### config.mk
export PLATFORM = sky130hd
export DESIGN_NAME = swap_zone_placement_and_gc_pick
export DESIGN_NICKNAME = d
export VERILOG_FILES = /design/src/design/swzp_pkg.sv /design/src/design/swzp_modulo.sv /design/src/design/swzp_datapath.sv /design/src/design/swzp_ctrl.sv /design/src/design/swap_zone_placement_and_gc_pick.sv
export SDC_FILE = /design/constraint.sdc
export NUM_CORES = 2
export LEC_CHECK = 0
export ABC_CLOCK_PERIOD_IN_PS = 19800
export BUFFER_PORTS_ARGS = -buffer_cell sky130_fd_sc_hd__buf_2
export CAP_MARGIN = 20
export CORE_ASPECT_RATIO = 2
export CORE_MARGIN = 5
export CORE_UTILIZATION = 30
export DETAILED_ROUTE_END_ITERATION = 10
export PLACE_DENSITY_LB_ADDON = 0.05
export SLEW_MARGIN = 5
export SYNTH_ARGS = -nofsm -noshare
export SYNTH_HDL_FRONTEND = slang
export SYNTH_HIERARCHICAL = 1
export SYNTH_SLANG_ARGS = --single-unit
### constraint.sdc
create_clock -name clk_i -period 19.8 [get_ports clk_i]
set_input_delay 0.99 -clock clk_i [delete_from_list [all_inputs] [get_ports clk_i]]
set_output_delay 0.99 -clock clk_i [all_outputs]
set_load 0.01 [all_outputs]
### src/design/swzp_pkg.sv
// ----------------------------------------------------------------------------
// swzp_pkg
// Types and constants shared by the swap zone placement and victim pick block
// ----------------------------------------------------------------------------
`default_nettype none

package swzp_pkg;

  localparam int ZONE_W      = 5;
  localparam int TABLE_DEPTH = 32;
  localparam int CNT_W       = 20;
  localparam int RECL_W      = 21;
  localparam int PID_W       = 24;
  localparam int DVD_W       = PID_W - 1;
  localparam int STEP_W      = $clog2(DVD_W);
  localparam int FREE_W      = 6;
  localparam int MARK_W      = 6;
  localparam int SIZE_W      = 7;
  localparam int REM_W       = SIZE_W + 1;
  localparam int SLOT_W      = 6;
  localparam int RANK_W      = $clog2(TABLE_DEPTH) + 1;
  localparam int IN_DATA_W   = 88;
  localparam int OUT_DATA_W  = 16;
  localparam int OUT_PAD_W   = OUT_DATA_W - ZONE_W - SLOT_W - 2;
  localparam int CFG_IDX_W   = 1;

  localparam logic [MARK_W-1:0] LOW_MARK_RST  = 6'd7;
  localparam logic [MARK_W-1:0] HIGH_MARK_RST = 6'd10;

  typedef enum logic [CFG_IDX_W-1:0] {
    CFG_LOW_MARK  = 1'b0,
    CFG_HIGH_MARK = 1'b1
  } cfg_reg_e;

  typedef enum logic {
    CMD_UPDATE = 1'b0,
    CMD_PLACE  = 1'b1
  } cmd_e;

  typedef enum logic {
    KIND_ZONE = 1'b0,
    KIND_SLOT = 1'b1
  } kind_e;

  typedef enum logic [2:0] {
    ST_IDLE,
    ST_SETUP,
    ST_COMPARE,
    ST_DECIDE,
    ST_EMIT_ZONE,
    ST_WAIT_MOD
  } state_e;

  typedef struct packed {
    logic accept;
    logic latch_short;
    logic compare;
    logic inc_idx;
    logic load_zone;
    logic load_slot;
  } ctrl_cmd_t;

  typedef struct packed {
    logic pick_now;
    logic last_idx;
    logic chosen;
    logic out_free;
    logic mod_done;
  } dp_status_t;

endpackage

`default_nettype wire

### src/design/swzp_modulo.sv
// ----------------------------------------------------------------------------
// swzp_modulo
// Bit-serial restoring remainder unit, one dividend bit per cycle
// ----------------------------------------------------------------------------
`default_nettype none

module swzp_modulo (
  input  wire logic                         clk_i,
  input  wire logic                         rst_ni,
  input  wire logic                         start_i,
  input  wire logic [swzp_pkg::DVD_W-1:0]   dividend_i,
  input  wire logic [swzp_pkg::SIZE_W-1:0]  divisor_i,
  output logic                              done_o,
  output logic [swzp_pkg::SLOT_W-1:0]       rem_o
);

  logic                          busy_q, busy_d;
  logic                          done_q, done_d;
  logic [swzp_pkg::STEP_W-1:0]   cnt_q, cnt_d;
  logic [swzp_pkg::REM_W-1:0]    rem_q, rem_d;
  logic [swzp_pkg::DVD_W-1:0]    dvd_q, dvd_d;
  logic [swzp_pkg::SIZE_W-1:0]   div_q, div_d;
  logic [swzp_pkg::REM_W-1:0]    rem_shift;

  assign rem_shift = {rem_q[swzp_pkg::SIZE_W-1:0], dvd_q[swzp_pkg::DVD_W-1]};

  always_comb begin
    busy_d = busy_q;
    done_d = done_q;
    cnt_d  = cnt_q;
    rem_d  = rem_q;
    dvd_d  = dvd_q;
    div_d  = div_q;
    if (start_i) begin
      busy_d = 1'b1;
      done_d = 1'b0;
      cnt_d  = '0;
      rem_d  = '0;
      dvd_d  = dividend_i;
      div_d  = divisor_i;
    end else if (busy_q) begin
      dvd_d = {dvd_q[swzp_pkg::DVD_W-2:0], 1'b0};
      if (rem_shift >= {1'b0, div_q}) begin
        rem_d = rem_shift - {1'b0, div_q};
      end else begin
        rem_d = rem_shift;
      end
      if (cnt_q == swzp_pkg::STEP_W'(swzp_pkg::DVD_W - 1)) begin
        busy_d = 1'b0;
        done_d = 1'b1;
      end else begin
        cnt_d = cnt_q + 1'b1;
      end
    end
  end

  always_ff @(posedge clk_i or negedge rst_ni) begin
    if (!rst_ni) begin
      busy_q <= 1'b0;
      done_q <= 1'b0;
      cnt_q  <= '0;
    end else begin
      busy_q <= busy_d;
      done_q <= done_d;
      cnt_q  <= cnt_d;
    end
  end

  always_ff @(posedge clk_i) begin
    rem_q <= rem_d;
    dvd_q <= dvd_d;
    div_q <= div_d;
  end

  assign done_o = done_q;
  assign rem_o  = rem_q[swzp_pkg::SLOT_W-1:0];

endmodule

`default_nettype wire

### src/design/swzp_datapath.sv
// ----------------------------------------------------------------------------
// swzp_datapath
// Zone status table, per-zone rank compare, request registers and output word
// ----------------------------------------------------------------------------
`default_nettype none

module swzp_datapath #(
  parameter int NUM_ZONES = 32
) (
  input  wire logic                              clk_i,
  input  wire logic                              rst_ni,
  input  wire swzp_pkg::ctrl_cmd_t               cmd_i,
  output swzp_pkg::dp_status_t                   status_o,
  input  wire logic [swzp_pkg::IN_DATA_W-1:0]    s_axis_tdata,
  input  wire logic                              s_axis_tuser,
  output logic                                   m_axis_tvalid,
  input  wire logic                              m_axis_tready,
  output logic [swzp_pkg::OUT_DATA_W-1:0]        m_axis_tdata,
  output logic                                   m_axis_tuser,
  output logic                                   m_axis_tlast,
  input  wire logic                              cfg_valid_i,
  output logic                                   cfg_ready_o,
  input  wire logic [swzp_pkg::CFG_IDX_W-1:0]    cfg_index_i,
  input  wire logic [swzp_pkg::MARK_W-1:0]       cfg_data_i
);

  localparam int LIMIT = (NUM_ZONES < swzp_pkg::TABLE_DEPTH) ? NUM_ZONES
                                                             : swzp_pkg::TABLE_DEPTH;

  // input word fields
  logic [swzp_pkg::ZONE_W-1:0]  in_zone;
  logic                         in_full;
  logic [swzp_pkg::CNT_W-1:0]   in_inv;
  logic [swzp_pkg::CNT_W-1:0]   in_cache;
  logic [swzp_pkg::PID_W-1:0]   in_pid;
  logic [swzp_pkg::FREE_W-1:0]  in_free;
  logic                         in_gc;
  logic [swzp_pkg::SIZE_W-1:0]  in_size;

  assign in_zone  = s_axis_tdata[4:0];
  assign in_full  = s_axis_tdata[5];
  assign in_inv   = s_axis_tdata[25:6];
  assign in_cache = s_axis_tdata[45:26];
  assign in_pid   = s_axis_tdata[69:46];
  assign in_free  = s_axis_tdata[75:70];
  assign in_gc    = s_axis_tdata[76];
  assign in_size  = s_axis_tdata[83:77];

  logic [swzp_pkg::MARK_W-1:0] low_mark_q, high_mark_q;

  logic                        vld_q  [swzp_pkg::TABLE_DEPTH];
  logic                        full_q [swzp_pkg::TABLE_DEPTH];
  logic [swzp_pkg::RECL_W-1:0] recl_q [swzp_pkg::TABLE_DEPTH];

  logic [swzp_pkg::RECL_W-1:0]      val   [swzp_pkg::TABLE_DEPTH];
  logic [swzp_pkg::TABLE_DEPTH-1:0] elig;
  logic [swzp_pkg::TABLE_DEPTH-1:0] beats;
  logic [swzp_pkg::TABLE_DEPTH-1:0] beats_q;
  logic                             cand_elig_q;
  logic [swzp_pkg::ZONE_W-1:0]      idx_q;
  logic [swzp_pkg::MARK_W-1:0]      need_q;
  logic                             short_q;
  logic                             bad_q;
  logic [swzp_pkg::RANK_W-1:0]      rank;
  logic [swzp_pkg::RANK_W-1:0]      elig_cnt;
  logic                             write_zone;

  logic                            out_valid_q;
  logic                            out_kind_q;
  logic [swzp_pkg::ZONE_W-1:0]     out_zone_q;
  logic [swzp_pkg::SLOT_W-1:0]     out_slot_q;
  logic                            out_short_q;
  logic                            out_bad_q;
  logic                            out_last_q;
  logic                            out_free;

  logic                            mod_start;
  logic                            mod_done;
  logic [swzp_pkg::SLOT_W-1:0]     mod_rem;
  logic [swzp_pkg::DVD_W-1:0]      pid_pos;

  // configuration
  assign cfg_ready_o = 1'b1;

  always_ff @(posedge clk_i or negedge rst_ni) begin
    if (!rst_ni) begin
      low_mark_q  <= swzp_pkg::LOW_MARK_RST;
      high_mark_q <= swzp_pkg::HIGH_MARK_RST;
    end else if (cfg_valid_i) begin
      unique case (cfg_index_i)
        swzp_pkg::CFG_LOW_MARK:  low_mark_q  <= cfg_data_i;
        swzp_pkg::CFG_HIGH_MARK: high_mark_q <= cfg_data_i;
        default: ;
      endcase
    end
  end

  // zone table
  assign write_zone = cmd_i.accept && (s_axis_tuser == swzp_pkg::CMD_UPDATE)
                      && (int'(in_zone) < NUM_ZONES);

  always_ff @(posedge clk_i or negedge rst_ni) begin
    if (!rst_ni) begin
      for (int j = 0; j < swzp_pkg::TABLE_DEPTH; j++) begin
        vld_q[j] <= 1'b0;
      end
    end else if (write_zone) begin
      vld_q[in_zone] <= 1'b1;
    end
  end

  always_ff @(posedge clk_i) begin
    if (write_zone) begin
      full_q[in_zone] <= in_full;
      recl_q[in_zone] <= swzp_pkg::RECL_W'(in_inv) + swzp_pkg::RECL_W'(in_cache);
    end
  end

  always_comb begin
    for (int j = 0; j < swzp_pkg::TABLE_DEPTH; j++) begin
      val[j]  = vld_q[j] ? recl_q[j] : '0;
      elig[j] = (j < LIMIT) && vld_q[j] && full_q[j] && (val[j] != '0);
    end
  end

  // rank of the candidate zone among eligible zones
  always_comb begin
    for (int j = 0; j < swzp_pkg::TABLE_DEPTH; j++) begin
      beats[j] = elig[j] && ((val[j] > val[idx_q]) ||
                 ((val[j] == val[idx_q]) && (swzp_pkg::ZONE_W'(j) < idx_q)));
    end
  end

  assign rank     = swzp_pkg::RANK_W'($countones(beats_q));
  assign elig_cnt = swzp_pkg::RANK_W'($countones(elig));

  always_ff @(posedge clk_i or negedge rst_ni) begin
    if (!rst_ni) begin
      idx_q   <= '0;
      short_q <= 1'b0;
    end else begin
      if (cmd_i.accept) begin
        idx_q   <= '0;
        short_q <= 1'b0;
      end else begin
        if (cmd_i.inc_idx) begin
          idx_q <= idx_q + 1'b1;
        end
        if (cmd_i.latch_short) begin
          short_q <= ({1'b0, elig_cnt} < {1'b0, need_q});
        end
      end
    end
  end

  always_ff @(posedge clk_i) begin
    if (cmd_i.accept) begin
      need_q <= high_mark_q - in_free;
      bad_q  <= (in_size == '0);
    end
    if (cmd_i.compare) begin
      beats_q     <= beats;
      cand_elig_q <= elig[idx_q];
    end
  end

  // slot modulo
  assign mod_start = cmd_i.accept && (s_axis_tuser == swzp_pkg::CMD_PLACE);
  assign pid_pos   = in_pid[swzp_pkg::PID_W-1] ? '0 : in_pid[swzp_pkg::DVD_W-1:0];

  swzp_modulo u_modulo (
    .clk_i      (clk_i),
    .rst_ni     (rst_ni),
    .start_i    (mod_start),
    .dividend_i (pid_pos),
    .divisor_i  (in_size),
    .done_o     (mod_done),
    .rem_o      (mod_rem)
  );

  // output word register
  assign out_free = !out_valid_q || m_axis_tready;

  always_ff @(posedge clk_i or negedge rst_ni) begin
    if (!rst_ni) begin
      out_valid_q <= 1'b0;
    end else if (cmd_i.load_zone || cmd_i.load_slot) begin
      out_valid_q <= 1'b1;
    end else if (m_axis_tready) begin
      out_valid_q <= 1'b0;
    end
  end

  always_ff @(posedge clk_i) begin
    if (cmd_i.load_zone) begin
      out_kind_q  <= swzp_pkg::KIND_ZONE;
      out_zone_q  <= idx_q;
      out_slot_q  <= '0;
      out_short_q <= 1'b0;
      out_bad_q   <= 1'b0;
      out_last_q  <= 1'b0;
    end else if (cmd_i.load_slot) begin
      out_kind_q  <= swzp_pkg::KIND_SLOT;
      out_zone_q  <= '0;
      out_slot_q  <= bad_q ? '0 : mod_rem;
      out_short_q <= short_q;
      out_bad_q   <= bad_q;
      out_last_q  <= 1'b1;
    end
  end

  assign m_axis_tvalid = out_valid_q;
  assign m_axis_tdata  = {{swzp_pkg::OUT_PAD_W{1'b0}}, out_bad_q, out_short_q,
                          out_slot_q, out_zone_q};
  assign m_axis_tuser  = out_kind_q;
  assign m_axis_tlast  = out_last_q;

  // status to the controller
  assign status_o.pick_now = (in_free < low_mark_q) && !in_gc && (high_mark_q > in_free);
  assign status_o.last_idx = (idx_q == swzp_pkg::ZONE_W'(LIMIT - 1));
  assign status_o.chosen   = cand_elig_q && ({1'b0, rank} < {1'b0, need_q});
  assign status_o.out_free = out_free;
  assign status_o.mod_done = mod_done;

  ap_load_when_free: assert property (@(posedge clk_i) disable iff (!rst_ni)
    (cmd_i.load_zone || cmd_i.load_slot) |-> out_free)
    else $error("output word overwritten before it was taken");

  ap_zone_is_eligible: assert property (@(posedge clk_i) disable iff (!rst_ni)
    cmd_i.load_zone |-> cand_elig_q)
    else $error("ineligible zone emitted as victim");

  ap_slot_after_mod: assert property (@(posedge clk_i) disable iff (!rst_ni)
    cmd_i.load_slot |-> mod_done)
    else $error("slot word loaded before the remainder was ready");

  ap_last_is_slot: assert property (@(posedge clk_i) disable iff (!rst_ni)
    (out_valid_q && out_last_q) |-> (out_kind_q == swzp_pkg::KIND_SLOT))
    else $error("last word is not a slot word");

endmodule

`default_nettype wire

### src/design/swzp_ctrl.sv
// ----------------------------------------------------------------------------
// swzp_ctrl
// Controller sequencing updates, victim scan, word emission and slot result
// ----------------------------------------------------------------------------
`default_nettype none

module swzp_ctrl (
  input  wire logic                  clk_i,
  input  wire logic                  rst_ni,
  input  wire logic                  s_axis_tvalid,
  output logic                       s_axis_tready,
  input  wire logic                  s_axis_tuser,
  input  wire swzp_pkg::dp_status_t  status_i,
  output swzp_pkg::ctrl_cmd_t        cmd_o
);

  swzp_pkg::state_e state_q, state_d;

  always_ff @(posedge clk_i or negedge rst_ni) begin
    if (!rst_ni) begin
      state_q <= swzp_pkg::ST_IDLE;
    end else begin
      state_q <= state_d;
    end
  end

  always_comb begin
    state_d = state_q;
    unique case (state_q)
      swzp_pkg::ST_IDLE: begin
        if (s_axis_tvalid && (s_axis_tuser == swzp_pkg::CMD_PLACE)) begin
          state_d = status_i.pick_now ? swzp_pkg::ST_SETUP : swzp_pkg::ST_WAIT_MOD;
        end
      end
      swzp_pkg::ST_SETUP:   state_d = swzp_pkg::ST_COMPARE;
      swzp_pkg::ST_COMPARE: state_d = swzp_pkg::ST_DECIDE;
      swzp_pkg::ST_DECIDE: begin
        priority if (status_i.chosen) begin
          state_d = swzp_pkg::ST_EMIT_ZONE;
        end else if (status_i.last_idx) begin
          state_d = swzp_pkg::ST_WAIT_MOD;
        end else begin
          state_d = swzp_pkg::ST_COMPARE;
        end
      end
      swzp_pkg::ST_EMIT_ZONE: begin
        if (status_i.out_free) begin
          state_d = status_i.last_idx ? swzp_pkg::ST_WAIT_MOD : swzp_pkg::ST_COMPARE;
        end
      end
      swzp_pkg::ST_WAIT_MOD: begin
        if (status_i.mod_done && status_i.out_free) begin
          state_d = swzp_pkg::ST_IDLE;
        end
      end
      default: state_d = swzp_pkg::ST_IDLE;
    endcase
  end

  always_comb begin
    cmd_o         = '0;
    s_axis_tready = 1'b0;
    unique case (state_q)
      swzp_pkg::ST_IDLE: begin
        s_axis_tready = 1'b1;
        cmd_o.accept  = s_axis_tvalid;
      end
      swzp_pkg::ST_SETUP: begin
        cmd_o.latch_short = 1'b1;
      end
      swzp_pkg::ST_COMPARE: begin
        cmd_o.compare = 1'b1;
      end
      swzp_pkg::ST_DECIDE: begin
        cmd_o.inc_idx = !status_i.chosen && !status_i.last_idx;
      end
      swzp_pkg::ST_EMIT_ZONE: begin
        cmd_o.load_zone = status_i.out_free;
        cmd_o.inc_idx   = status_i.out_free && !status_i.last_idx;
      end
      swzp_pkg::ST_WAIT_MOD: begin
        cmd_o.load_slot = status_i.mod_done && status_i.out_free;
      end
      default: ;
    endcase
  end

endmodule

`default_nettype wire

### src/design/swap_zone_placement_and_gc_pick.sv
// ----------------------------------------------------------------------------
// swap_zone_placement_and_gc_pick
// Swap zone status table with greedy victim picking and pid slot placement
// ----------------------------------------------------------------------------
// A zone update word is written to the table while the block stays idle. A
// placement request runs the serial remainder unit (one pid bit per cycle)
// and, when victim picking is triggered, walks the first min(NUM_ZONES, 32)
// zones in ascending order, each in a compare state (rank against all zones)
// and a decide state, with an emit state for each victim word. Words that
// are not taken at the output stall the walk. One request is in flight at a
// time.
// ----------------------------------------------------------------------------
`default_nettype none

module swap_zone_placement_and_gc_pick #(
  parameter int NUM_ZONES = 32
) (
  input  wire logic                              clk_i,
  input  wire logic                              rst_ni,
  // tdata: zone_index, zone_full, invalid_count, cache_count, page_pid,
  //        free_count, gc_busy, slot_count, zero pad
  input  wire logic                              s_axis_tvalid,
  output logic                                   s_axis_tready,
  input  wire logic [swzp_pkg::IN_DATA_W-1:0]    s_axis_tdata,
  // tuser: cmd
  input  wire logic                              s_axis_tuser,
  output logic                                   m_axis_tvalid,
  input  wire logic                              m_axis_tready,
  // tdata: reclaim_zone, slot, shortage, bad_size, zero pad
  output logic [swzp_pkg::OUT_DATA_W-1:0]        m_axis_tdata,
  // tuser: result_kind
  output logic                                   m_axis_tuser,
  output logic                                   m_axis_tlast,
  input  wire logic                              cfg_valid_i,
  output logic                                   cfg_ready_o,
  input  wire logic [swzp_pkg::CFG_IDX_W-1:0]    cfg_index_i,
  input  wire logic [swzp_pkg::MARK_W-1:0]       cfg_data_i
);

  swzp_pkg::ctrl_cmd_t  cmd;
  swzp_pkg::dp_status_t status;

  swzp_ctrl u_ctrl (
    .clk_i         (clk_i),
    .rst_ni        (rst_ni),
    .s_axis_tvalid (s_axis_tvalid),
    .s_axis_tready (s_axis_tready),
    .s_axis_tuser  (s_axis_tuser),
    .status_i      (status),
    .cmd_o         (cmd)
  );

  swzp_datapath #(
    .NUM_ZONES (NUM_ZONES)
  ) u_datapath (
    .clk_i         (clk_i),
    .rst_ni        (rst_ni),
    .cmd_i         (cmd),
    .status_o      (status),
    .s_axis_tdata  (s_axis_tdata),
    .s_axis_tuser  (s_axis_tuser),
    .m_axis_tvalid (m_axis_tvalid),
    .m_axis_tready (m_axis_tready),
    .m_axis_tdata  (m_axis_tdata),
    .m_axis_tuser  (m_axis_tuser),
    .m_axis_tlast  (m_axis_tlast),
    .cfg_valid_i   (cfg_valid_i),
    .cfg_ready_o   (cfg_ready_o),
    .cfg_index_i   (cfg_index_i),
    .cfg_data_i    (cfg_data_i)
  );

endmodule

`default_nettype wire

==> impl_metrics.csv <==
group,metric,value,unit
status,status,"completed",
floorplan,coreArea,186000,sq um
critical_path,regToRegEndpoint,"u_datapath/short_q$_DFFE_PN0P_",
sta,setup_viol,0,
power_and_ir_drop,powerDensity,206,nW/um^2
critical_path,cp-end-kind,"flop",
critical_path,worst_ep_arrival_time,8.56,ns
sta,fin_crit,7.92,ns
placement,dpl.hpwl,210000,um
sta,finalWorstSetupSlack,11.88,ns
logic_synthesis,synth_top_family_by_area,"simple AND/OR/NAND/NOR gates",
global_route,grt_pass1_vias,46458,
critical_path,start_kind,"flop",
placement,dpl_cell_area,60500,sq um
critical_path,crit_path_start,"u_datapath/vld_q[8]$_DFFE_PN0P_",
clock_tree,htreeDepth,3,
logic_synthesis,async_flop_share,7.13,%
floorplan,io_pins,122,
sta,fin_tns_setup,0,ns
sta,worstMarginPinSlew,1.23,ns
drt,viasPerCell,5.81,
placement,io_buffers,113,
clock_tree,post_cts_buffers,0,
flow_run,maxCapViolations,0,
clock_tree,cts_tree,"yes",
global_route,grt_pass1_wl,391000,um
cells_and_area,drive_gt1_share,11.8,%
logic_synthesis,syn_area,55900,sq um
sta,slew_headroom,16.9,%
critical_path,worstPathMaxFanout,24,
critical_path,critical_path.endpoint,"u_datapath/short_q$_DFFE_PN0P_",
drt,ant_nets,0,
floorplan,rows,224,
drt,firstDrtPassIters,6,
logic_synthesis,synth_cells,5029,
power_and_ir_drop,max-vdd-ir-drop,0.000287,V
sta,finalHoldViolations,0,
clock_tree,root_buffer,"clkbuf_16",
sta,fin_crit_sh,40.0,%
logic_synthesis,synth_simple_gate_area_share,19.1,%
sta,finalMaxSlewViolations,0,
power_and_ir_drop,clkPwrFrac,14.2,%
power_and_ir_drop,power.internal,6190,uW
critical_path,reg2reg_slack,11.88,ns
logic_synthesis,synth.area.top_cells,"edfxtp_1 42%, ha_1 17%, and2_1 7.1%",
floorplan,die_area,196000,sq um
logic_synthesis,synth_top_area_cell,"edfxtp_1",
power_and_ir_drop,sequentialPowerShare,17.5,%
critical_path,timing.rr.start,"u_datapath/vld_q[8]$_DFFE_PN0P_",
power_and_ir_drop,cellLeakagePower,0.0261,uW
clock_tree,ctsHoldBuffers,0,
cells_and_area,layout_commonest_cell,"edfxtp_1",
logic_synthesis,ys_ff_latch,856,
global_route,antenna_found_initial,33,
floorplan,die_w,315,um
drt,routedWlPerCell,37.8,um
clock_tree,clockBufferDepth,3,
cells_and_area,fillers,18656,
drt,wirelength,294000,um
placement,place.gp.congestion,0.952,
clock_tree,clkTransAtPathRegs,0.06,ns
logic_synthesis,synthFlopType,"edfxtp_1",
logic_synthesis,seq_area_frac_synth,45.1,%
global_route,grt_max_degree,44,
power_and_ir_drop,power_switching,6960,uW
floorplan,fp.dieH,621,um
power_and_ir_drop,combPwrFrac,68.3,%
logic_synthesis,synth_top_area_share,41.8,%
drt,drtIter0Drc,4345,
logic_synthesis,synth_compound_area_share,13.1,%
logic_synthesis,synthMuxAreaShare,1.43,%
clock_tree,clk_latency,0.73,ns
global_route,grt_overflow_total,0,
logic_synthesis,yosys_warnings,6,
sta,rsz0062_at_grt,"false",
global_route,track_usage,29.3,%
critical_path,critPathKind,"flop to flop",
logic_synthesis,avgSynthCellArea,11.1,sq um
critical_path,worstPathRequired,20.44,ns
critical_path,reg2reg_depth,26,
floorplan,start_util,30.1,%
cells_and_area,fin_nets,6093,
placement,pre_cts_ws,11.92,ns
cells_and_area,syn2layout_area_growth,14.0,%
logic_synthesis,synthAdderAreaFrac,18.3,%
sta,final.setup_skew,0.0367,ns
worst_hold_path,min_path_type,"input pin to asynchronous set/reset pin",
logic_synthesis,synth_edf_count,779,
cells_and_area,fin_area,63800,sq um
power_and_ir_drop,switching_share,52.9,%
logic_synthesis,ys_types,94,
drt,route.vias.total,45185,
clock_tree,numCtsBuffers,90,
cells_and_area,layout_common_cells,"779 x edfxtp_1, 737 x ha_1, 634 x and2_1, 233 x nor2_1, 204 x a21o_1",
clock_tree,cts_sinks,856,
logic_synthesis,yosys.area_share.xor_xnor,0.532,%
clock_tree,cts_resized,0,
drt,drcViolationCount,0,
sta,fmax,126,MHz
[per-layer routing]
metal	share of wire (%)	GRT usage, %	vias up	wire length [um]
li1	-	-	19636	-
met1	34	30.2	22662	99100
met2	51	53.1	2076	149000
met3	5.3	3.59	803	15600
met4	10	23.4	8	30300
met5	0.019	0	-	56
[worst min path at each step]
stage                                               startpoint                                    to  slack [ns]  depth (start not counted)
final                                                   rst_ni      u_datapath/vld_q[12]$_DFFE_PN0P_        0.32                          1
after global routing                                    rst_ni      u_datapath/vld_q[12]$_DFFE_PN0P_        0.31                          1
after CTS                                               rst_ni      u_datapath/vld_q[12]$_DFFE_PN0P_        0.30                          1
after detailed placement  u_datapath/m_axis_tlast$_SDFFE_PP0P_  u_datapath/m_axis_tlast$_SDFFE_PP0P_        0.47                          2
after global placement    u_datapath/m_axis_tlast$_SDFFE_PP0P_  u_datapath/m_axis_tlast$_SDFFE_PP0P_        0.46                          2
after floorplan              u_datapath/out_bad_q$_SDFFE_PP0P_     u_datapath/out_bad_q$_SDFFE_PP0P_        0.46                          2
[synth_stat cells, drive strengths merged (43+ instances only)]
| library cell | n |
|---|---|
| ha | 738 |
| or2 | 47 |
| nor4 | 134 |
| nand2 | 154 |
| dfrtp | 56 |
| clkbuf | 121 |
| nor2 | 270 |
| fa | 51 |
| nor3 | 87 |
| nor2b | 109 |
| o21a | 66 |
| or4 | 48 |
| inv | 127 |
| o22ai | 198 |
| a21o | 204 |
| a21oi | 195 |
| edfxtp | 779 |
| and2 | 636 |
| nand3 | 91 |
| nand2b | 43 |
| nand4 | 169 |
| buf | 69 |
| o21ai | 148 |
[flip-flops by register name, summed over array words and instances (netlist names), 3 cells and up]
| register | cells |
|---|---|
| u_datapath/recl_q | 672 |
| u_datapath/beats_q | 32 |
| u_datapath/full_q | 32 |
| u_datapath/vld_q | 32 |
| u_datapath/u_modulo/dvd_q | 23 |
| u_datapath/u_modulo/div_q | 7 |
| u_datapath/u_modulo/rem_q | 7 |
| u_datapath/high_mark_q | 6 |
| u_datapath/low_mark_q | 6 |
| u_datapath/need_q | 6 |
| u_datapath/out_slot_q | 6 |
| u_datapath/idx_q | 5 |
| u_datapath/out_zone_q | 5 |
| u_datapath/u_modulo/cnt_q | 5 |
| u_ctrl/state_q | 3 |
[stage by stage]
| stage | std cells | total power (uW) | hold slack, ns | utilization (%) |
|---|---|---|---|---|
| after floorplan | 5031 | 7190 | 0.462 | - |
| after global placement | 7575 | 11000 | 0.460 | 32.4 |
| after detailed placement | 7590 | 11100 | 0.474 | 32.6 |
| after CTS | 7756 | 13000 | 0.299 | 34.2 |
| after global routing | 7764 | 13800 | 0.313 | 34.3 |
| final | 7773 | 13200 | 0.316 | 34.3 |
[power by group through the flow]
| stage | Clock [uW] | Combinational (uW) | Sequential, uW |
|---|---|---|---|
| final | 1870 | 8980 | 2300 |
| after global routing | 1980 | 9540 | 2320 |
| after CTS | 1920 | 8820 | 2300 |
| after detailed placement | 0 | 8770 | 2340 |
| after global placement | 0 | 8680 | 2340 |
| after floorplan | 0 | 4950 | 2250 |
[kinds of logic after synthesis]
kind of cell	Yosys count
AO/OA/AOI/OAI	1082
XOR/XNOR	34
adder cells (fa/ha/maj)	789
buffers and inverters	317
flip-flops	856
multiplexers	67
other	2
AND/OR/NAND/NOR	1882
[worst max-delay path, stage by stage, from the launching register on]
cell and delay, ns:
dfrtp_1 0.62, and2_1 0.36, or3_1 0.39, or4_1 0.45, o211ai_2 0.16, buf_4 0.22, inv_1 0.09, fa_1 0.53
inv_1 0.05, fa_1 0.45, fa_1 0.56, fa_1 0.49, fa_1 0.56, fa_1 0.41, inv_1 0.06, ha_1 0.16
inv_1 0.06, fa_1 0.47, inv_1 0.04, ha_1 0.26, a21o_1 0.15, a21o_1 0.17, a21o_1 0.17, a21o_1 0.18
a21oi_1 0.51, mux2i_1 0.16, nor2_1 0.11
[layout make-up]
| cell class | instances | area (sq um) | share of cell area, % |
|---|---|---|---|
| multi-input combinational | 3858 | 29900 | 46.8 |
| sequential | 856 | 25300 | 39.6 |
| tap | 2486 | 3110 | 4.88 |
| clock buffer | 112 | 2420 | 3.79 |
| timing repair buffer | 270 | 1930 | 3.03 |
| clock inverter | 54 | 697 | 1.09 |
| inverter | 127 | 479 | 0.751 |
| antenna | 10 | 25.0 | 0.0392 |
(Power assumes the default switching activity.)
